## src/hdl/inverse_distance_weighted_interp_core_macros.svh

```systemverilog
// assertion macros shared by the interpolation core
`ifndef INVERSE_DISTANCE_WEIGHTED_INTERP_CORE_MACROS_SVH
`define INVERSE_DISTANCE_WEIGHTED_INTERP_CORE_MACROS_SVH

// consequent checked in the same cycle as the antecedent
`define IDWI_ASSERT_NOW(lbl, clk_i, rstn_i, ante, cons, msg) \
	lbl: assert property (@(posedge clk_i) disable iff (!rstn_i) (ante) |-> (cons)) \
		else $error(msg);

// consequent checked in the cycle after the antecedent
`define IDWI_ASSERT_NEXT(lbl, clk_i, rstn_i, ante, cons, msg) \
	lbl: assert property (@(posedge clk_i) disable iff (!rstn_i) (ante) |=> (cons)) \
		else $error(msg);

`endif

```

## src/hdl/idwi_pkg.sv

```systemverilog
// shared types and constants of the interpolation core
package idwi_pkg;

	localparam int VAL_W    = 24;
	localparam int DIST_W   = 32;
	localparam int IDX_IN_W = 12;
	localparam int ACC_W    = 60;
	localparam int WSUM_W   = 36;
	localparam int PROD_W   = 57;
	localparam int DVD_W    = 60;
	localparam int DVS_W    = 36;
	localparam int STEP_W   = 6;
	localparam int QDEPTH   = 2;

	localparam logic REQ_WRITE    = 1'b0;
	localparam logic REQ_NEIGHBOR = 1'b1;

	// 2^32 left aligned in the dividend so that 33 steps consume it
	localparam logic [DVD_W-1:0]  RECIP_DVD   = {1'b1, {(DVD_W-1){1'b0}}};
	localparam logic [STEP_W-1:0] RECIP_STEPS = 6'd33;
	localparam logic [STEP_W-1:0] FINAL_STEPS = 6'd60;

	localparam logic [WSUM_W-1:0] WSUM_MAX = {WSUM_W{1'b1}};
	localparam logic [ACC_W-1:0]  ACC_MAX  = {1'b0, {(ACC_W-1){1'b1}}};
	localparam logic [ACC_W-1:0]  ACC_MIN  = {1'b1, {(ACC_W-1){1'b0}}};

	localparam logic [VAL_W-1:0] OUT_MAX = {1'b0, {(VAL_W-1){1'b1}}};
	localparam logic [VAL_W-1:0] OUT_MIN = {1'b1, {(VAL_W-1){1'b0}}};

	typedef struct packed {
		logic              kind;
		logic [VAL_W-1:0]  value;
		logic [DIST_W-1:0] dst;
		logic              last;
	} item_t;

	typedef struct packed {
		logic              start;
		logic [DVD_W-1:0]  dividend;
		logic [DVS_W-1:0]  divisor;
		logic [STEP_W-1:0] steps;
	} div_req_t;

	typedef struct packed {
		logic             busy;
		logic             done;
		logic [DVD_W-1:0] quot;
	} div_rsp_t;

endpackage

```

## src/hdl/idwi_div.sv

```systemverilog
// radix-2 restoring divider, one quotient bit per cycle while busy
module idwi_div import idwi_pkg::*; (
	input  logic     clk,
	input  logic     arst_n,
	input  div_req_t req,
	output div_rsp_t rsp
);

	logic [DVD_W-1:0]  dvd_q;
	logic [DVS_W-1:0]  dvs_q;
	logic [DVS_W-1:0]  rem_q;
	logic [DVD_W-1:0]  quot_q;
	logic [STEP_W-1:0] cnt_q;
	logic              busy_q;
	logic              done_q;
	logic [DVS_W:0]    trial;
	logic [DVS_W:0]    diff;
	logic              ge;

	assign trial = {rem_q, dvd_q[DVD_W-1]};
	assign diff  = trial - {1'b0, dvs_q};
	assign ge    = (trial >= {1'b0, dvs_q});

	always_ff @(posedge clk) begin
		if (req.start) begin
			dvd_q <= req.dividend;
			dvs_q <= req.divisor;
			rem_q <= '0;
		end else if (busy_q) begin
			dvd_q  <= {dvd_q[DVD_W-2:0], 1'b0};
			rem_q  <= ge ? diff[DVS_W-1:0] : trial[DVS_W-1:0];
			quot_q <= {quot_q[DVD_W-2:0], ge};
		end
	end

	always_ff @(posedge clk or negedge arst_n) begin
		if (!arst_n) begin
			cnt_q  <= '0;
			busy_q <= 1'b0;
			done_q <= 1'b0;
		end else begin
			done_q <= 1'b0;
			if (req.start) begin
				cnt_q  <= req.steps;
				busy_q <= 1'b1;
			end else if (busy_q) begin
				cnt_q <= cnt_q - STEP_W'(1);
				if (cnt_q == STEP_W'(1)) begin
					busy_q <= 1'b0;
					done_q <= 1'b1;
				end
			end
		end
	end

	assign rsp.busy = busy_q;
	assign rsp.done = done_q;
	assign rsp.quot = quot_q;

endmodule

```

## config.mk

```make
export PLATFORM = sky130hd
export DESIGN_NAME = idwi_div
export DESIGN_NICKNAME = d
export VERILOG_FILES = /design/src/hdl/inverse_distance_weighted_interp_core_macros.svh /design/src/hdl/idwi_pkg.sv /design/src/hdl/idwi_div.sv
export SDC_FILE = /design/constraint.sdc
export NUM_CORES = 1
export LEC_CHECK = 0
export BUFFER_PORTS_ARGS = -buffer_cell sky130_fd_sc_hd__buf_2
export CAP_MARGIN = 20
export CELL_PAD_IN_SITES_DETAIL_PLACEMENT = 0
export CELL_PAD_IN_SITES_GLOBAL_PLACEMENT = 1
export CORE_MARGIN = 4
export CORE_UTILIZATION = 45
export DETAILED_ROUTE_END_ITERATION = 7
export PLACE_DENSITY = 0.86
export SYNTH_ARGS = -nofsm -noshare
export SYNTH_HDL_FRONTEND = slang
export SYNTH_SLANG_ARGS = --single-unit
export TNS_END_PERCENT = 5
```

## constraint.sdc

```tcl
create_clock -name clk -period 3.76 [get_ports clk]
set_clock_uncertainty 0.1 [all_clocks]
set_input_delay 0 -clock clk [delete_from_list [all_inputs] [get_ports clk]]
set_output_delay 0 -clock clk [all_outputs]
set_load 0.1 [all_outputs]
```

==> results.md <==
- Required time worst endpoint: 4.01 ns
- CP delay by family, top: compound AO/OA/AOI/OAI gates
- Min-delay worst type: in2reg
- Clk slew on worst S/H paths: 0.08 ns
- H-tree lvl count: 4
- Final hold viol count: 0
- # resized after CTS: 0
- Hold Startpoint: req[26]
- Worst slew pin tran: 0.940 ns
- Critical Path Source Type: flip-flop
- Root Buffer Master: clkbuf_16
- Largest net degree at the start of global routing: just over 70
- Critical path class: reg2reg
- Starting density of the core: 0.464
- Cell Area, Synth: 0.00951 mm²
- Iter 0 DRT Violations: 445
- Worst Hold Depth: 2
- Number of synthesized register bits: 200
- Yosys warning count: 0
- Worst r2r src: dvs_q[14]
- Reg-to-reg slack, setup: around 0.58 ns
- Drt via density: 5.15
- Top-level I/O count: 167
- Die W: ~150 µm
- Distinct cells, synth: 66
- # setup viols final: 0
- Clock Tree Buf Depth: 2
- Post-DP HPWL: 14800 µm
- Post-synthesis sequential area ratio: 0.590
- RD Place Congestion: 0.844
- Relative slew margins: 0.372
- DR pass1 iterations: 5
- Worst path cell trace: inv_1 > ha_1 > a21oi_1 > o211ai_1 > a31oi_1 > nor3_1 > a21oi_2 > o31a_2 > buf_4 > or4b_1 > a311oi_2
- Ys flop type: edfxtp_1
- Status: completed
- Initial antenna violation count: 3
- Syn nets: 925
- Max VDD drop: approximately 0.33 mV
- RSZ-0062 raised after global routing: no
- Via count: around 7k
- Nets@finish: 1183
- Cts bufs inserted: 17
- Total track usage: 0.189
- Cell Rows: 52
- Post-synth ARST share: 0.0400
- Max Fanout on Critical Path: 24
- Chip height: 153 µm
- Final setup TNS: 0 ns
- Delay of the slowest cell on the worst path: 0.55 ns
- CP arrival: roughly 3.4 ns
- Drt drc: 0
- Syn Area/Cell: 12.2 µm²
- Buffers & Inverters on Critical Path: 2
- Setup crit end kind: flip-flop
- CP max stage cell: or4b_1
- Fin. max-slew vios: 0
- TritonCTS clock tree: done
- Cell Pwr Density: 641 mW/mm²
- Share of cells above drive strength 1: 0.266
- Vias in the first global route: ~7k
- Wire length of the first global-routing pass: ~36000 µm
- Crit share post-route: 0.847
- Min cycle time layout: 3.18 ns
- Remaining Overflow, GRT: 0
- Post-route ant nets: 0
- PnR Total Power: 7.83 mW
- Wire per inst: 16.8 µm
- Synthesis-to-layout area growth: 28.6%
- Hold Path Sink: dvs_q[20]
- Detailed-route wire length: 22200 µm
- Max-cap viol count: 0
- Fmax: 0.314 GHz
- Die area: 0.0235 mm²
- Clk_lat worst skew: 0.44 ns
- Reg2reg path depth: 11
- I/O Buffers: 166
- Core Area: 0.0205 mm²
- Synth Instances: 781
- Worst r2r dst: rem_q[35]
- EDFF count, synth: 156
- Leakage: 5.05 nW
- Sink Count: 200
## area by class of cell
type / count / area [µm²]
Fill cell: 1670 / 8270
Sequential cell: 200 / 5610
Multi-Input combinational cell: 490 / 3520
Timing Repair Buffer: 280 / 1960
Clock buffer: 17 / 425
Tap cell: 270 / 338
Inverter: 50 / 188
Clock inverter: 15 / 176
Antenna cell: 3 / 7.51
## cell usage after synthesis, types with 8 or more instances
cell type  instances  area [µm²]
inv_1             48         180
xnor2_1           22         193
xor2_1            12         105
buf_2             10        50.1
dfxtp_1           36         721
a211oi_1          19         143
nand3_1            9        45.0
edfxtp_1         156        4680
dfrtp_1            8         200
clkbuf_1          23        86.3
ha_1              38         475
a21o_1            18         135
mux2i_1            8        80.1
nor2_1            61         229
o21ai_0           32         160
o21bai_1          10        75.1
mux2_2            60         676
nand2_1           50         188
a21oi_1           52         260
## routing by layer
| metal | vias to the layer above | wire length (µm) | track usage |
|---|---|---|---|
| li1 | 3408 | - | - |
| met1 | 3223 | 9920 | 0.247 |
| met2 | 158 | 10800 | 0.311 |
| met3 | 39 | 978 | 0.0407 |
| met4 | 0 | 580 | 0.0673 |
| met5 | - | 0 | 0 |
## worst register-to-register path: stages (launching register included)
cell and delay [ns]:
edfxtp_1 0.33, inv_1 0.04, ha_1 0.42, a21oi_1 0.13
o211ai_1 0.19, a31oi_1 0.17, nor3_1 0.22, a21oi_2 0.13
o31a_2 0.37, buf_4 0.22, or4b_1 0.55, a311oi_2 0.24
## report_power, final
part / switching [mW] / leakage [nW] / internal, mW / total (mW)
sequential: 0.217 / 1.93 / 2.78 / 2.99
combinational: 1.82 / 2.84 / 1.18 / 3.00
clock: 0.932 / 0.287 / 0.904 / 1.84
## flip-flops by register name, summed over array words and instances, names as in the netlist
| name | cells |
|---|---|
| quot_q | 60 |
| dvd_q | 60 |
| busy_q | 1 |
| rem_q | 36 |
| cnt_q | 6 |
| dvs_q | 36 |
| done_q | 1 |
## how the worst max path moves through the flow
stage / cells past startpoint / start / slack (ns) / end
after global placement: 11 / dvs_q[11] / 0.66 / rem_q[35]
after detailed placement: 11 / dvs_q[14] / 0.58 / rem_q[35]
final: 11 / dvs_q[14] / 0.58 / rem_q[35]
after floorplan: 14 / dvs_q[30] / 0.87 / rem_q[26]
after global routing: 11 / dvs_q[14] / 0.32 / rem_q[35]
after CTS: 11 / dvs_q[14] / 0.55 / rem_q[35]
## through the flow
| stage | cells | area, µm² | worst slack (ns) | hold WS, ns | utilization |
|---|---|---|---|---|---|
| 5_1_grt | 1325 | 12200 | 0.322 | 0.155 | 0.596 |
| 2_1_floorplan | 781 | 9510 | 0.865 | -0.396 | - |
| 3_3_place_gp | 1185 | 10600 | 0.665 | -0.241 | 0.515 |
| 3_5_place_dp | 1185 | 10600 | 0.575 | -0.237 | 0.515 |
| 4_1_cts | 1322 | 12200 | 0.554 | 0.147 | 0.596 |
| 6_report | 1325 | 12200 | 0.575 | 0.165 | 0.596 |
## kinds of logic after synthesis
kind of cell / after synthesis / synth area share
compound gates: 181 / 0.125
xor+xnor: 34 / 0.0313
fa+ha+maj: 39 / 0.0521
buf+inv: 91 / 0.0403
flops: 200 / 0.590
mux: 68 / 0.0795
simple gates: 168 / 0.0824
## placed cells by master, fill, tap and decap left out, types with 4 or more instances in the layout
master / n
inv_1: 47
a211oi_1: 19
clkbuf_16: 17
a22o_1: 5
ha_1: 38
o21ai_0: 32
dlygate4sd3_1: 105
mux2i_1: 8
xnor2_1: 22
o31ai_1: 4
buf_2: 165
a21o_1: 18
edfxtp_1: 156
o21a_1: 4
xor2_1: 12
buf_4: 9
inv_8: 4
nand2b_1: 7
a31oi_1: 6
nor2b_1: 5
dfrtp_1: 7
nand2_1: 50
nor2_1: 61
clkinv_8: 4
mux2_2: 60
dfxtp_1: 36
o21bai_1: 10
a21oi_1: 52
nand4_1: 7
and3_1: 4
nor3_1: 7
nand3_1: 9
## what timing repair did
action	CTS	global route
hold endpoints to repair	123	0
hold buffers	105	0
buffers inserted	0	0
No activity file was read; power rests on OpenSTA's default activity.
