--- src/hdl/inverse_distance_weighted_interp_core_macros.svh ---
// assertion macros shared by the interpolation core
`ifndef INVERSE_DISTANCE_WEIGHTED_INTERP_CORE_MACROS_SVH
`define INVERSE_DISTANCE_WEIGHTED_INTERP_CORE_MACROS_SVH

// consequent checked in the same cycle as the antecedent
`define IDWI_ASSERT_NOW(lbl, clk_i, rstn_i, ante, cons, msg) \
	lbl: assert property (@(posedge clk_i) disable iff (!rstn_i) (ante) |-> (cons)) \
		else $error(msg);

// consequent checked in the cycle after the antecedent
`define IDWI_ASSERT_NEXT(lbl, clk_i, rstn_i, ante, cons, msg) \
	lbl: assert property (@(posedge clk_i) disable iff (!rstn_i) (ante) |=> (cons)) \
		else $error(msg);

`endif

--- src/hdl/idwi_pkg.sv ---
// shared types and constants of the interpolation core
package idwi_pkg;

	localparam int VAL_W    = 24;
	localparam int DIST_W   = 32;
	localparam int IDX_IN_W = 12;
	localparam int ACC_W    = 60;
	localparam int WSUM_W   = 36;
	localparam int PROD_W   = 57;
	localparam int DVD_W    = 60;
	localparam int DVS_W    = 36;
	localparam int STEP_W   = 6;
	localparam int QDEPTH   = 2;

	localparam logic REQ_WRITE    = 1'b0;
	localparam logic REQ_NEIGHBOR = 1'b1;

	// 2^32 left aligned in the dividend so that 33 steps consume it
	localparam logic [DVD_W-1:0]  RECIP_DVD   = {1'b1, {(DVD_W-1){1'b0}}};
	localparam logic [STEP_W-1:0] RECIP_STEPS = 6'd33;
	localparam logic [STEP_W-1:0] FINAL_STEPS = 6'd60;

	localparam logic [WSUM_W-1:0] WSUM_MAX = {WSUM_W{1'b1}};
	localparam logic [ACC_W-1:0]  ACC_MAX  = {1'b0, {(ACC_W-1){1'b1}}};
	localparam logic [ACC_W-1:0]  ACC_MIN  = {1'b1, {(ACC_W-1){1'b0}}};

	localparam logic [VAL_W-1:0] OUT_MAX = {1'b0, {(VAL_W-1){1'b1}}};
	localparam logic [VAL_W-1:0] OUT_MIN = {1'b1, {(VAL_W-1){1'b0}}};

	typedef struct packed {
		logic              kind;
		logic [VAL_W-1:0]  value;
		logic [DIST_W-1:0] dst;
		logic              last;
	} item_t;

	typedef struct packed {
		logic              start;
		logic [DVD_W-1:0]  dividend;
		logic [DVS_W-1:0]  divisor;
		logic [STEP_W-1:0] steps;
	} div_req_t;

	typedef struct packed {
		logic             busy;
		logic             done;
		logic [DVD_W-1:0] quot;
	} div_rsp_t;

endpackage

--- src/hdl/idwi_front.sv ---
// request intake: index reduction, distance clamp and a short request queue
module idwi_front import idwi_pkg::*; #(
	parameter int NODE_COUNT = 4096
) (
	input  logic                          clk,
	input  logic                          arst_n,
	input  logic                          start,
	input  logic                          req_type,
	input  logic [IDX_IN_W-1:0]           node_index,
	input  logic [VAL_W-1:0]              field_value,
	input  logic [DIST_W-1:0]             distance,
	input  logic                          last_neighbor,
	output logic                          busy,
	output logic                          q_valid,
	output item_t                         q_item,
	output logic [$clog2(NODE_COUNT)-1:0] q_idx,
	input  logic                          q_pop
);

	localparam int AW    = $clog2(NODE_COUNT);
	localparam int MW    = (AW > IDX_IN_W) ? AW : IDX_IN_W;
	localparam int PTR_W = $clog2(QDEPTH);
	localparam int CNT_W = $clog2(QDEPTH + 1);

	logic [MW-1:0]    red;
	logic [AW-1:0]    idx;
	item_t            item;
	logic             push;
	item_t            item_q [QDEPTH];
	logic [AW-1:0]    idx_q  [QDEPTH];
	logic [PTR_W-1:0] wp_q;
	logic [PTR_W-1:0] rp_q;
	logic [CNT_W-1:0] cnt_q;

	// restoring reduction modulo the table size, dead steps fold away
	always_comb begin
		red = MW'(node_index);
		for (int k = MW - 1; k >= 0; k--) begin
			if (longint'(red) >= (longint'(NODE_COUNT) << k)) begin
				red = red - MW'(longint'(NODE_COUNT) << k);
			end
		end
	end

	assign idx = red[AW-1:0];

	always_comb begin
		item.kind  = req_type;
		item.value = field_value;
		item.dst   = (distance == '0) ? DIST_W'(1) : distance;
		item.last  = last_neighbor;
	end

	assign busy    = (cnt_q == CNT_W'(QDEPTH));
	assign push    = start && !busy;
	assign q_valid = (cnt_q != '0);
	assign q_item  = item_q[rp_q];
	assign q_idx   = idx_q[rp_q];

	always_ff @(posedge clk) begin
		if (push) begin
			item_q[wp_q] <= item;
			idx_q[wp_q]  <= idx;
		end
	end

	always_ff @(posedge clk or negedge arst_n) begin
		if (!arst_n) begin
			wp_q  <= '0;
			rp_q  <= '0;
			cnt_q <= '0;
		end else begin
			if (push) begin
				wp_q <= wp_q + PTR_W'(1);
			end
			if (q_pop) begin
				rp_q <= rp_q + PTR_W'(1);
			end
			case ({push, q_pop})
				2'b10:   cnt_q <= cnt_q + CNT_W'(1);
				2'b01:   cnt_q <= cnt_q - CNT_W'(1);
				default: cnt_q <= cnt_q;
			endcase
		end
	end

endmodule

--- config.mk ---
export PLATFORM = sky130hd
export DESIGN_NAME = idwi_front
export DESIGN_NICKNAME = d
export VERILOG_FILES = /design/src/hdl/inverse_distance_weighted_interp_core_macros.svh /design/src/hdl/idwi_pkg.sv /design/src/hdl/idwi_front.sv
export SDC_FILE = /design/constraint.sdc
export NUM_CORES = 1
export LEC_CHECK = 0
export CORE_ASPECT_RATIO = 0.75
export CORE_UTILIZATION = 45
export DETAILED_ROUTE_END_ITERATION = 12
export DONT_BUFFER_PORTS = 1
export SLEW_MARGIN = 20
export SYNTH_ARGS = -nofsm -noshare
export SYNTH_HDL_FRONTEND = slang
export SYNTH_SLANG_ARGS = --single-unit
--- constraint.sdc ---
create_clock -name clk -period 5.8 [get_ports clk]
set_clock_uncertainty 0.1 [all_clocks]
set_input_delay 0 -clock clk [delete_from_list [all_inputs] [get_ports clk]]
set_output_delay 0 -clock clk [all_outputs]
set_load 0.01 [all_outputs]
==> impl_metrics.prom <==
# TYPE chip_impl_metric gauge
chip_impl_metric{name="post_synth_num_cell_types",unit=""} 19
chip_impl_metric{name="standby_leakage_power",unit="nW"} 2.620
chip_impl_metric{name="grt_pass1_vias",unit=""} 2660
chip_impl_metric{name="max_cap_violations",unit=""} 0
chip_impl_metric{name="finalNetCount",unit=""} 408
chip_impl_info{name="holdCritPathClass",value="in -> reg"} 1
chip_impl_metric{name="vias_per_cell",unit=""} 4.947
chip_impl_info{name="mostFrequentLayoutCells",value="sky130_fd_sc_hd__edfxtp_1 (140), sky130_fd_sc_hd__dlygate4sd3_1 (74), sky130_fd_sc_hd__mux2_4 (69)"} 1
chip_impl_metric{name="core_area",unit="sq um"} 12390
chip_impl_metric{name="worst_slew_margin_rel",unit="%"} 30.31
chip_impl_metric{name="die_height",unit="um"} 100.1
chip_impl_metric{name="grt_overflow_total",unit=""} 0
chip_impl_metric{name="num_vias",unit=""} 2528
chip_impl_metric{name="htree_num_levels",unit=""} 4
chip_impl_metric{name="drc",unit=""} 0
chip_impl_metric{name="final_cell_area",unit="sq um"} 7178
chip_impl_metric{name="drtPass1Iterations",unit=""} 4
chip_impl_metric{name="post_synth_instance_area",unit="sq um"} 5779
chip_impl_metric{name="fin_hold_ws",unit="ns"} 0.1471
chip_impl_metric{name="irDropWorstVdd",unit="mV"} 0.2434
chip_impl_metric{name="path_clk_slew",unit="ns"} 0.06
chip_impl_metric{name="period_share",unit="%"} 44.91
chip_impl_info{name="hold_path_end",value="item_q[1][40]"} 1
chip_impl_metric{name="ant_nets",unit=""} 0
chip_impl_metric{name="std_cell_rows",unit=""} 35
chip_impl_metric{name="initial_core_util",unit="%"} 46.63
chip_impl_info{name="synth_top_cells_by_area",value="sky130_fd_sc_hd__edfxtp_1 (73%), sky130_fd_sc_hd__mux2_4 (18%), sky130_fd_sc_hd__buf_12 (2.4%)"} 1
chip_impl_metric{name="critPathArrivalTime",unit="ns"} 2.55
chip_impl_metric{name="worst-path-max-fanout",unit=""} 36
chip_impl_metric{name="synth-seq-cells",unit=""} 144
chip_impl_info{name="tritoncts",value="done"} 1
chip_impl_metric{name="min_period",unit="ns"} 2.605
chip_impl_info{name="outcome",value="complete, no violations"} 1
chip_impl_metric{name="yosysTopAreaCellShare",unit="%"} 72.74
chip_impl_metric{name="crit_required",unit="ns"} 5.75
chip_impl_info{name="clock_root_buffer_master",value="sky130_fd_sc_hd__clkbuf_16"} 1
chip_impl_metric{name="place_congestion",unit=""} 0.7045
chip_impl_metric{name="antenna_found_initial",unit=""} 0
chip_impl_metric{name="grt_use_total",unit="%"} 15.17
chip_impl_metric{name="ioPinCount",unit=""} 146
chip_impl_info{name="crit_path_end_kind",value="flip-flop"} 1
chip_impl_metric{name="clock.fmax",unit="MHz"} 383.9
chip_impl_metric{name="total_power",unit="mW"} 3.714
chip_impl_info{name="critical_path.reg2reg.startpoint",value="cnt_q[0]"} 1
chip_impl_metric{name="timing.reg2reg.setup_slack",unit="ns"} 3.20
chip_impl_metric{name="grt_max_degree",unit=""} 71
chip_impl_info{name="startpoint_of_the_lowest_slack_hold_path",value="field_value[7]"} 1
chip_impl_info{name="unrepaired_setup_endpoints_after_global_routing",value="no"} 1
chip_impl_metric{name="place.detailed.hpwl",unit="um"} 5392
chip_impl_info{name="startpoint_type_of_the_worst_setup_path",value="flip-flop"} 1
chip_impl_metric{name="total_inserted_antenna_cells",unit=""} 0
chip_impl_metric{name="area.growth.synth_to_final",unit="%"} 24.20
chip_impl_metric{name="dieWidth",unit="um"} 132.9
chip_impl_metric{name="timing.setup.tns",unit="ns"} 0
chip_impl_metric{name="avgRoutedWirePerCell",unit="um"} 18.59
chip_impl_metric{name="syn-instance-count",unit=""} 277
chip_impl_metric{name="grt_pass1_wl",unit="um"} 14640
chip_impl_metric{name="clk-insertion-delay-late",unit="ns"} 0.41
chip_impl_info{name="timing.critical_path.cells",value="nand2b_1 > nand2_1 > nor2_4 > buf_4"} 1
chip_impl_metric{name="drtIter0Drc",unit=""} 156
chip_impl_metric{name="setup_viol",unit=""} 0
chip_impl_metric{name="drive_gt1_share",unit="%"} 30.72
chip_impl_metric{name="timing.hold.worst_path_depth",unit=""} 1
chip_impl_metric{name="timing.critical_path.buf_inv",unit=""} 1
chip_impl_info{name="path_delay_family",value="simple AND/OR/NAND/NOR gates"} 1
chip_impl_metric{name="ctsLongestPathBuffers",unit=""} 2
chip_impl_metric{name="worst_pin_slew",unit="ns"} 1.043
chip_impl_metric{name="sequential_share_of_the_synthesized_area",unit="%"} 74.47
chip_impl_metric{name="fp.dieArea",unit="sq um"} 13310
chip_impl_metric{name="critical_path.max_stage_delay",unit="ns"} 0.81
chip_impl_metric{name="hold_viol_final",unit=""} 0
chip_impl_metric{name="ys_warn_count",unit=""} 0
chip_impl_metric{name="synthesis.nets",unit=""} 352
chip_impl_metric{name="final_max_slew_violation_count",unit=""} 0
chip_impl_metric{name="route.final.wire_length",unit="um"} 9500
chip_impl_info{name="cp_slowest_cell",value="sky130_fd_sc_hd__nor2_4"} 1
chip_impl_info{name="yosysTopAreaCell",value="sky130_fd_sc_hd__edfxtp_1"} 1
chip_impl_metric{name="post_dp_cell_area",unit="sq um"} 5751
chip_impl_metric{name="worst_reg2reg_path_length_in_cells",unit=""} 4
chip_impl_info{name="reg2reg_to",value="item_q[0][54]"} 1
chip_impl_info{name="timing_worst_setup_path_type",value="reg -> reg"} 1
chip_impl_metric{name="fill_cells",unit=""} 904
chip_impl_metric{name="tritoncts.num_buffers",unit=""} 17
chip_impl_info{name="most_common_cell_after_layout_fill_and_taps_aside",value="sky130_fd_sc_hd__edfxtp_1"} 1
chip_impl_metric{name="cts_setup_buffers",unit=""} 0
chip_impl_metric{name="syn-mean-instance-area",unit="sq um"} 20.86
chip_impl_metric{name="clock_sinks",unit=""} 144
chip_impl_metric{name="p_per_area",unit="nW/um^2"} 517.4
chip_impl_metric{name="port_buffers",unit=""} 0
## flip-flops by register name, summed over array words and instances (netlist names)
| signal | count |
|---|---|
| item_q | 116 |
| idx_q | 24 |
| cnt_q | 2 |
| rp_q | 1 |
| wp_q | 1 |
## area by class of cell
cell class | instances | area [sq um] | share of cell area (%)
Sequential cell | 144 | 4308 | 60.01
Inverter | 1 | 3.754 | 0.05229
Clock buffer | 17 | 425.4 | 5.926
Timing Repair Buffer | 76 | 755.7 | 10.53
Clock inverter | 14 | 261.5 | 3.643
Multi-Input combinational cell | 93 | 1216 | 16.94
Tap cell | 166 | 207.7 | 2.893
## repair_timing
item | in CTS | in global routing
endpoints found under the hold margin | 148 | 0
resized for setup | 0 | 0
hold buffers | 74 | 0
## synth_stat cells, drive strengths merged
library cell and n:
dfrtp 4, o21bai 1, buf 8, nand2 1, xnor2 3, edfxtp 140
or2 1, inv 1, nor2 2, mux2 70, nor4 8, and3 1
nand2b 1, ha 1, xor2 2, nand4 2, clkbuf 31
## worst register-to-register path: cells and delay by family, from the launching register on
kind	cells	cell delay, ns
AND/OR/NAND/NOR	3	1.15
buffers and inverters	1	0.57
flip-flops	1	0.41
## power by group
group / internal, mW / switching, mW
clock: 0.849 / 0.407
combinational: 0.444 / 0.458
sequential: 1.43 / 0.128
## worst max-delay path by stage
stage                         from            end  slack (ns)  depth (start not counted)
after CTS                 cnt_q[0]  item_q[0][48]        3.12                          4
after global routing      cnt_q[0]  item_q[0][54]        3.02                          4
after global placement    cnt_q[0]  item_q[0][37]        3.17                          4
after floorplan           cnt_q[0]    idx_q[0][0]        1.65                          3
after detailed placement  cnt_q[0]    idx_q[0][1]        3.13                          4
final                     cnt_q[0]  item_q[0][54]        3.20                          4
## cell families after synthesis
family | share of synthesized area (%)
adders and majority gates | 0.2165
and+or+nand+nor | 1.602
muxes | 18.12
xor gates and xnor gates | 0.7579
AOI/OAI and AO/OA | 0.1299
DFF | 74.48
buffers and inverters | 4.698
## metrics by stage
stage | setup WS, ns | util (%) | std cells
finish | 3.195 | 57.92 | 511
global route | 3.015 | 57.92 | 511
CTS | 3.118 | 57.92 | 511
detailed placement | 3.129 | 46.40 | 406
global placement | 3.175 | 46.40 | 406
floorplan | 1.649 | - | 277
## routing by layer
metal  track usage [%]  wire length, um
met5                 0                0
met4             6.631              162
met3             7.525              900
met2             24.16             4530
met1             17.41             3907
Note: power is estimated with default switching activity, not from simulation.
